## config.mk

```make
export PLATFORM = sky130hd
export DESIGN_NAME = strict_priority_multi_queue
export DESIGN_NICKNAME = d
export VERILOG_FILES = /design/src/sv/spmq_pkg.sv /design/src/sv/spmq_store.sv /design/src/sv/spmq_ctrl.sv /design/src/sv/strict_priority_multi_queue.sv
export SDC_FILE = /design/constraint.sdc
export NUM_CORES = 2
export LEC_CHECK = 0
export BUFFER_PORTS_ARGS = -buffer_cell sky130_fd_sc_hd__buf_2
export CAP_MARGIN = 10
export CORE_UTILIZATION = 35
export CTS_CLUSTER_DIAMETER = 100
export DETAILED_ROUTE_END_ITERATION = 7
export SLEW_MARGIN = 0
export SYNTH_ARGS = -nofsm -noshare
export SYNTH_HDL_FRONTEND = slang
export SYNTH_SLANG_ARGS = --single-unit
```

## constraint.sdc

```tcl
create_clock -name clk -period 5.9 [get_ports clk]
set_input_delay 1.475 -clock clk [delete_from_list [all_inputs] [get_ports clk]]
set_output_delay 1.475 -clock clk [all_outputs]
set_load 0.03 [all_outputs]
```

## src/sv/spmq_pkg.sv

```systemverilog
// ----------------------------------------------------------------------------
// spmq_pkg
// Shared types and constants of the strict priority multi-level queue.
// ----------------------------------------------------------------------------
`default_nettype none

package spmq_pkg;

  // queue geometry, queue depth is a power of two so the pointers wrap freely
  localparam int LEVELS      = 8;
  localparam int QUEUE_DEPTH = 16;
  localparam int LEVEL_W     = 3;
  localparam int PTR_W       = $clog2(QUEUE_DEPTH);
  localparam int FILL_W      = $clog2(QUEUE_DEPTH + 1);
  localparam int ADDR_W      = LEVEL_W + PTR_W;
  localparam int STORE_DEPTH = LEVELS * QUEUE_DEPTH;
  localparam int PAYLOAD_W   = 16;
  localparam int COUNT_W     = 4;

  // operation codes
  typedef enum logic {
    FUNC_PUSH = 1'b0,
    FUNC_POP  = 1'b1
  } func_t;

  // result status codes
  typedef enum logic [1:0] {
    ST_OK    = 2'd0,
    ST_RANGE = 2'd1,
    ST_FULL  = 2'd2,
    ST_EMPTY = 2'd3
  } status_t;

  // input item
  typedef struct packed {
    func_t                  func;
    logic [LEVEL_W-1:0]     level;
    logic [PAYLOAD_W-1:0]   payload;
  } cmd_t;

  // result item
  typedef struct packed {
    status_t                status;
    logic [LEVEL_W-1:0]     out_level;
    logic [PAYLOAD_W-1:0]   out_payload;
  } result_t;

  // access to the item store
  typedef struct packed {
    logic                   we;
    logic [ADDR_W-1:0]      waddr;
    logic [PAYLOAD_W-1:0]   wdata;
    logic                   re;
    logic [ADDR_W-1:0]      raddr;
  } mem_req_t;

  // registered result of the control path, payload comes from the store
  typedef struct packed {
    logic                   done;
    status_t                status;
    logic [LEVEL_W-1:0]     out_level;
    logic                   use_rdata;
  } ctrl_resp_t;

  // observation of the control state
  typedef struct packed {
    logic [LEVELS-1:0]      ready_bits;
  } ctrl_stat_t;

endpackage

`default_nettype wire

```

## src/sv/spmq_store.sv

```systemverilog
// ----------------------------------------------------------------------------
// spmq_store
// Item store: one write port and one read port, read data registered.
// ----------------------------------------------------------------------------
`default_nettype none

module spmq_store (
  input  wire logic                       clk,
  input  wire spmq_pkg::mem_req_t         req,
  output logic [spmq_pkg::PAYLOAD_W-1:0]  rdata
);

  logic [spmq_pkg::PAYLOAD_W-1:0] mem [spmq_pkg::STORE_DEPTH];

  // write port
  always_ff @(posedge clk) begin
    if (req.we) begin
      mem[req.waddr] <= req.wdata;
    end
  end

  // read port, read data registered
  always_ff @(posedge clk) begin
    if (req.re) begin
      rdata <= mem[req.raddr];
    end
  end

endmodule

`default_nettype wire

```

## src/sv/spmq_ctrl.sv

```systemverilog
// ----------------------------------------------------------------------------
// spmq_ctrl
// Queue pointers, fill counts and ready bitmap; picks the level to serve and
// drives the item store.
// ----------------------------------------------------------------------------
`default_nettype none

module spmq_ctrl (
  input  wire logic                          clk,
  input  wire logic                          rst,
  input  wire logic                          start,
  input  wire spmq_pkg::cmd_t                cmd,
  input  wire logic [spmq_pkg::COUNT_W-1:0]  level_count,
  output logic                               busy,
  output spmq_pkg::mem_req_t                 mem_req,
  output spmq_pkg::ctrl_resp_t               resp,
  output spmq_pkg::ctrl_stat_t               stat
);

  logic [spmq_pkg::PTR_W-1:0]   head_index [spmq_pkg::LEVELS];
  logic [spmq_pkg::PTR_W-1:0]   tail_index [spmq_pkg::LEVELS];
  logic [spmq_pkg::FILL_W-1:0]  fill_count [spmq_pkg::LEVELS];
  logic [spmq_pkg::LEVELS-1:0]  ready_bits;

  logic                          go;
  logic [spmq_pkg::COUNT_W-1:0]  limit;
  logic                          in_range;
  logic                          is_full;
  logic                          push_ok;
  logic                          any_ready;
  logic [spmq_pkg::LEVEL_W-1:0]  sel;
  logic                          pop_ok;
  spmq_pkg::status_t             status_next;

  assign go = start && !busy;

  // clamp the level count to the number of levels built
  assign limit = (level_count > spmq_pkg::COUNT_W'(spmq_pkg::LEVELS)) ?
                 spmq_pkg::COUNT_W'(spmq_pkg::LEVELS) : level_count;
  assign in_range = {1'b0, cmd.level} < limit;
  assign is_full  = fill_count[cmd.level] >= spmq_pkg::FILL_W'(spmq_pkg::QUEUE_DEPTH);
  assign push_ok  = in_range && !is_full;

  // lowest set bit of the ready bitmap
  always_comb begin
    sel = '0;
    for (int i = spmq_pkg::LEVELS - 1; i >= 0; i--) begin
      if (ready_bits[i]) begin
        sel = spmq_pkg::LEVEL_W'(i);
      end
    end
  end
  assign any_ready = |ready_bits;
  assign pop_ok    = any_ready && (fill_count[sel] != '0);

  // status of the item being accepted
  always_comb begin
    if (cmd.func == spmq_pkg::FUNC_PUSH) begin
      if (!in_range) begin
        status_next = spmq_pkg::ST_RANGE;
      end else if (is_full) begin
        status_next = spmq_pkg::ST_FULL;
      end else begin
        status_next = spmq_pkg::ST_OK;
      end
    end else begin
      status_next = pop_ok ? spmq_pkg::ST_OK : spmq_pkg::ST_EMPTY;
    end
  end

  // store access: push writes at the tail, pop reads at the head
  always_comb begin
    mem_req.we    = go && (cmd.func == spmq_pkg::FUNC_PUSH) && push_ok;
    mem_req.waddr = {cmd.level, tail_index[cmd.level]};
    mem_req.wdata = cmd.payload;
    mem_req.re    = go && (cmd.func == spmq_pkg::FUNC_POP) && pop_ok;
    mem_req.raddr = {sel, head_index[sel]};
  end

  // pointer, count and bitmap update
  always_ff @(posedge clk) begin
    if (rst) begin
      for (int i = 0; i < spmq_pkg::LEVELS; i++) begin
        head_index[i] <= '0;
        tail_index[i] <= '0;
        fill_count[i] <= '0;
      end
      ready_bits <= '0;
    end else if (mem_req.we) begin
      tail_index[cmd.level] <= tail_index[cmd.level] + 1'b1;
      fill_count[cmd.level] <= fill_count[cmd.level] + 1'b1;
      ready_bits[cmd.level] <= 1'b1;
    end else if (mem_req.re) begin
      head_index[sel] <= head_index[sel] + 1'b1;
      fill_count[sel] <= fill_count[sel] - 1'b1;
      if (fill_count[sel] == spmq_pkg::FILL_W'(1)) begin
        ready_bits[sel] <= 1'b0;
      end
    end
  end

  // busy only in the cycle after reset
  always_ff @(posedge clk) begin
    busy <= rst;
  end

  // result strobe and fields
  always_ff @(posedge clk) begin
    if (rst) begin
      resp.done <= 1'b0;
    end else begin
      resp.done <= go;
    end
    if (go) begin
      resp.status    <= status_next;
      resp.out_level <= mem_req.re ? sel : '0;
      resp.use_rdata <= mem_req.re;
    end
  end

  assign stat.ready_bits = ready_bits;

endmodule

`default_nettype wire

```

## src/sv/strict_priority_multi_queue.sv

```systemverilog
// ----------------------------------------------------------------------------
// strict_priority_multi_queue
// Eight FIFO levels of sixteen item handles with a ready bitmap; pops serve
// the lowest-numbered non-empty level.
// ----------------------------------------------------------------------------
// One item is accepted per clock cycle whenever busy is low; busy is high only
// in the first cycle after reset. Each accepted item gives exactly one result
// in the following cycle, marked by done for one cycle; the receiver cannot
// stall it. The item store takes one write or one read each cycle, and its
// read data is registered so that a popped payload arrives together with
// the result of its pop. The item store is not cleared
// by reset. The level count register is written through cfg_valid/cfg_data and
// is always ready; write it only while no result is outstanding.
`default_nettype none

module strict_priority_multi_queue (
  input  wire logic                          clk,
  input  wire logic                          rst,
  input  wire logic                          start,
  output logic                               busy,
  input  wire spmq_pkg::cmd_t                cmd,
  output logic                               done,
  output spmq_pkg::result_t                  result,
  input  wire logic                          cfg_valid,
  output logic                               cfg_ready,
  input  wire logic [spmq_pkg::COUNT_W-1:0]  cfg_data
);

  logic [spmq_pkg::COUNT_W-1:0]    level_count;
  spmq_pkg::mem_req_t              mem_req;
  spmq_pkg::ctrl_resp_t            resp;
  spmq_pkg::ctrl_stat_t            stat;
  logic [spmq_pkg::PAYLOAD_W-1:0]  rdata;

  // level count register
  assign cfg_ready = 1'b1;
  always_ff @(posedge clk) begin
    if (rst) begin
      level_count <= spmq_pkg::COUNT_W'(spmq_pkg::LEVELS);
    end else if (cfg_valid && cfg_ready) begin
      level_count <= cfg_data;
    end
  end

  spmq_ctrl u_ctrl (
    .clk         (clk),
    .rst         (rst),
    .start       (start),
    .cmd         (cmd),
    .level_count (level_count),
    .busy        (busy),
    .mem_req     (mem_req),
    .resp        (resp),
    .stat        (stat)
  );

  spmq_store u_store (
    .clk   (clk),
    .req   (mem_req),
    .rdata (rdata)
  );

  // result assembly, popped payload straight from the store read port
  assign done               = resp.done;
  assign result.status      = resp.status;
  assign result.out_level   = resp.out_level;
  assign result.out_payload = resp.use_rdata ? rdata : '0;

  // a result only follows an accepted item
  a_done_follows_accept: assert property (@(posedge clk) disable iff (rst)
    done |-> $past(start && !busy))
    else $error("result without accepted item");

  // empty is reported only when the bitmap was clear
  a_empty_bitmap: assert property (@(posedge clk) disable iff (rst)
    (done && result.status == spmq_pkg::ST_EMPTY) |-> ($past(stat.ready_bits) == '0))
    else $error("empty reported with levels ready");

  // a range reject only comes from a push
  a_range_push: assert property (@(posedge clk) disable iff (rst)
    (done && result.status == spmq_pkg::ST_RANGE) |-> ($past(cmd.func) == spmq_pkg::FUNC_PUSH))
    else $error("range reject on a pop");

  // a successful pop serves a level that was ready
  a_pop_level_ready: assert property (@(posedge clk) disable iff (rst)
    (done && resp.use_rdata) |-> ($past(stat.ready_bits) != '0))
    else $error("pop from empty bitmap");

endmodule

`default_nettype wire
```

==> results.toml <==
[logic_synthesis]
synthesized_netlist_net_count = 6640
synth-warning-count = 0
ys_async_sr_fraction = 0
synthDominantAreaCellType = "edfxtp_1"
ys_seq_elements = 2188
yosys.area.top_type_share = 0.738
synthesis.area_um2 = 88400
synth_common_cells = "edfxtp_1 (2174), nand2_1 (1660), nand3_1 (577)"
netlist_top_cells_area = "edfxtp_1 (74%), nand2_1 (7.0%), nand3_1 (3.3%), mux2i_1 (2.0%), a31oi_1 (1.4%)"
dominantRegCellSynth = "edfxtp_1"
synthMostInstantiatedCell = "edfxtp_1"
synth_edf_count = 2174
avgSynthCellArea_um2 = 13.4
post_synth_num_cell_types = 88
syn-instance-count = 6605
seq_area_frac_synth = 0.741

[timing]
layout_setup_ws_ps = -25.3
finalSetupTns_ps = -25.3
finalWorstPathRequiredPeriod_ps = 5930
final.period_utilization = 1.00
setup_violations = 1
report.final.slew_viol_count = 0
tightestPinTransition_ps = 1490
max_slew_margin = 0.00854
rsz_0062_raised_after_global_routing = "no"
skew_ps = 64.5
hold_viol = 0
holdWs_ps = 501
fmax_mhz = 169

[setup_path]
timing.critical_path.mode_cell = "buf_12"
cp_max_fo = 26
worst_setup_path_start_kind = "flop"
count_of_cells_along_the_worst_register_to_register_path = 14
critPathMaxStageDelay_ps = 950
critPathKind = "reg2reg"
critical_path_required_ps = 6680
critical_path.endpoint_type = "flop"
cpMaxStageDelayCell = "a311oi_1"
cp.arrival_ps = 6700
path_cells = "nand2b_1 -> a21oi_1 -> nor2_1 -> mux2_2 -> a2111oi_4 -> buf_12 -> nor2_4 -> buf_12 -> buf_12 -> a311oi_1 -> nand3_1 -> and4_1 -> nand4_1 -> or4_1"

[floorplan]
die_h_um = 505
fp.dieArea_um2 = 255000
core_ar_um2 = 251000
io_count = 52
num_rows = 184
floorplan.initialDensity = 0.352
fp.dieW_um = 505

[cts]
cts.reportedPaths.clkPinSlew_ps = 60
number_of_clock_sinks = 2188
cts.root.buffer_cell = "clkbuf_16"
insertion_delay_ps = 920
cts_buffers = 222
ctsHtreeMaxLevel = 4
ctsLongestPathBuffers = 3
tritoncts = "built"
cts_hold_buffers = 0

[power]
power-per-cell-area_nw_per_um2 = 328
p_leak_nw = 34.7
vdd.ir_drop.worst_mv = 0.266

[layout]
share_of_final_layout_standard_cells_stronger_than_drive_strength_1 = 0.131
syn2layout_area_growth_pct = 15.7
fin_area_um2 = 102000
final_net_count = 6975
fill_cells = 23200

[run]
max_cap_violations = 0

[route]
postRouteWirelength_um = 331000
final_antenna_net_count = 0
drt_first_pass_iters = 8
first_iter_violations = 9774
route.detailed.drc = 24
vias = 60900
detail_route.wl_per_cell_um = 31.5
detail_route.vias_per_cell = 5.81

[placed_design]
place_congestion = 1.06
dpl_worst_slack_ps = 33.8
dp_hpwl_um = 220000
placed_inst_area_um2 = 95300
buffer_ports.inserted = 50

[hold_path]
worst_hold_path.num_cells = 2
worst_hold_path_type = "reg2reg"

[global_route]
wire_length_of_the_first_global_routing_pass_um = 453000
grt_pass1_vias = 56000
total_global_route_track_usage = 0.253
grt_max_degree = 128
antenna_found_initial = 38
overflow = 0

[run_status]
outcome = "complete, but fails checks"
violations_in_the_final_reports = "DRC, setup timing"
## final timing paths
kind,startpoint,endpoint,slack (ps)
setup / recovery,u_ctrl.stat[3],u_store.rdata[6],-30
hold / removal,level_count[2],level_count[2],500
setup reg to reg,u_ctrl.stat[3],u_store.rdata[6],-30
hold reg to reg,level_count[2],level_count[2],500
## placed cells by master (no fill, tap or decap), types with 15 or more instances in the layout
| master | Yosys | final |
|---|---|---|
| and2_1 | 21 | 21 |
| and3_1 | 117 | 116 |
| nand2_1 | 1660 | 1660 |
| nand2b_1 | 29 | 29 |
| a311oi_1 | 36 | 32 |
| edfxtp_1 | 2174 | 2174 |
| nand3_1 | 577 | 577 |
| nor4_1 | 20 | 18 |
| a22oi_1 | 21 | 21 |
| a32o_1 | 19 | 19 |
| a31o_2 | 50 | 50 |
| clkbuf_16 | 0 | 222 |
| a221oi_1 | 15 | 15 |
| buf_4 | 41 | 434 |
| or4_1 | 17 | 17 |
| nor3_1 | 22 | 22 |
| a32oi_1 | 42 | 42 |
| buf_2 | 139 | 37 |
| clkbuf_1 | 189 | 59 |
| o21ai_0 | 31 | 29 |
| clkinv_2 | 0 | 33 |
| a21oi_1 | 100 | 99 |
| clkinv_1 | 1 | 53 |
| a211oi_1 | 67 | 67 |
| a2111oi_0 | 100 | 99 |
| inv_1 | 97 | 97 |
| nand4_1 | 69 | 69 |
| buf_12 | 0 | 56 |
| a31oi_1 | 205 | 205 |
| nor2_1 | 315 | 299 |
| mux2i_1 | 175 | 175 |
## power breakdown
| group | switching, mW | internal (mW) |
|---|---|---|
| Sequential | 0.0263 | 17.1 |
| Combinational | 2.16 | 0.727 |
| Clock | 6.12 | 7.46 |
| Total | 8.31 | 25.3 |
## critical path, delay by kind of cell, from the launching register on
kind / cells / cell delay [ps]
flops: 1 / 480
buf+inv: 3 / 600
compound gates: 3 / 2400
simple gates: 7 / 1930
mux: 1 / 340
## layer usage
metal / track usage / share of wire / vias to the layer above / wire (um)
met5: 0 / 0.00055 / - / 183
met4: 0.150 / 0.067 / 22 / 22200
met3: 0.0641 / 0.12 / 742 / 41200
met2: 0.370 / 0.43 / 4191 / 143000
met1: 0.339 / 0.38 / 30600 / 124000
li1: - / - / 25400 / -
## logic make-up (layout without fill, tap and decap cells)
family                     after synthesis  in the layout  synth area share
AOI/OAI and AO/OA                      792            792            0.0666
xor gates and xnor gates                 9              9          0.000891
adders and majority gates                7              7          0.000990
buffers and inverters                  518           1032            0.0262
DFF                                   2188           2188             0.741
muxes                                  184            184            0.0210
other                                    1             15         0.0000424
and+or+nand+nor                       2906           2906             0.143
## sequential cells by signal, summed over array words and instances (netlist names)
signal / cells
u_ctrl.stat: 8
u_store.rdata: 16
level_count: 4
u_store.mem: 2048
u_ctrl.fill_count: 40
u_ctrl.resp: 7
u_ctrl.busy: 1
u_ctrl.head_index: 32
u_ctrl.tail_index: 32
## through the flow
step,utilization,total power [mW],instances
floorplan,-,18.9,6605
global placement,0.379,20.3,10000
detailed placement,0.379,20.3,10100
CTS,0.407,33.6,10500
global route,0.407,34.4,10500
finish,0.407,33.6,10500
## timing repair
item,CTS,global route
gates resized for setup,0,4
endpoints found under the setup margin,0,4
endpoints found under the hold margin,0,0
setup buffers,0,7
## layout make-up
class                           instances  area [um2]  area share
Inverter                              100         390     0.00381
Clock inverter                        122        1130      0.0110
Tap cell                             3348        4190      0.0409
Multi-Input combinational cell       3899       20700       0.202
Clock buffer                          281        5780      0.0564
Sequential cell                      2188       65600       0.640
Timing Repair Buffer                  529        4580      0.0447
Antenna cell                           14        35.0    0.000342
Note: power is estimated with default switching activity, not from simulation.
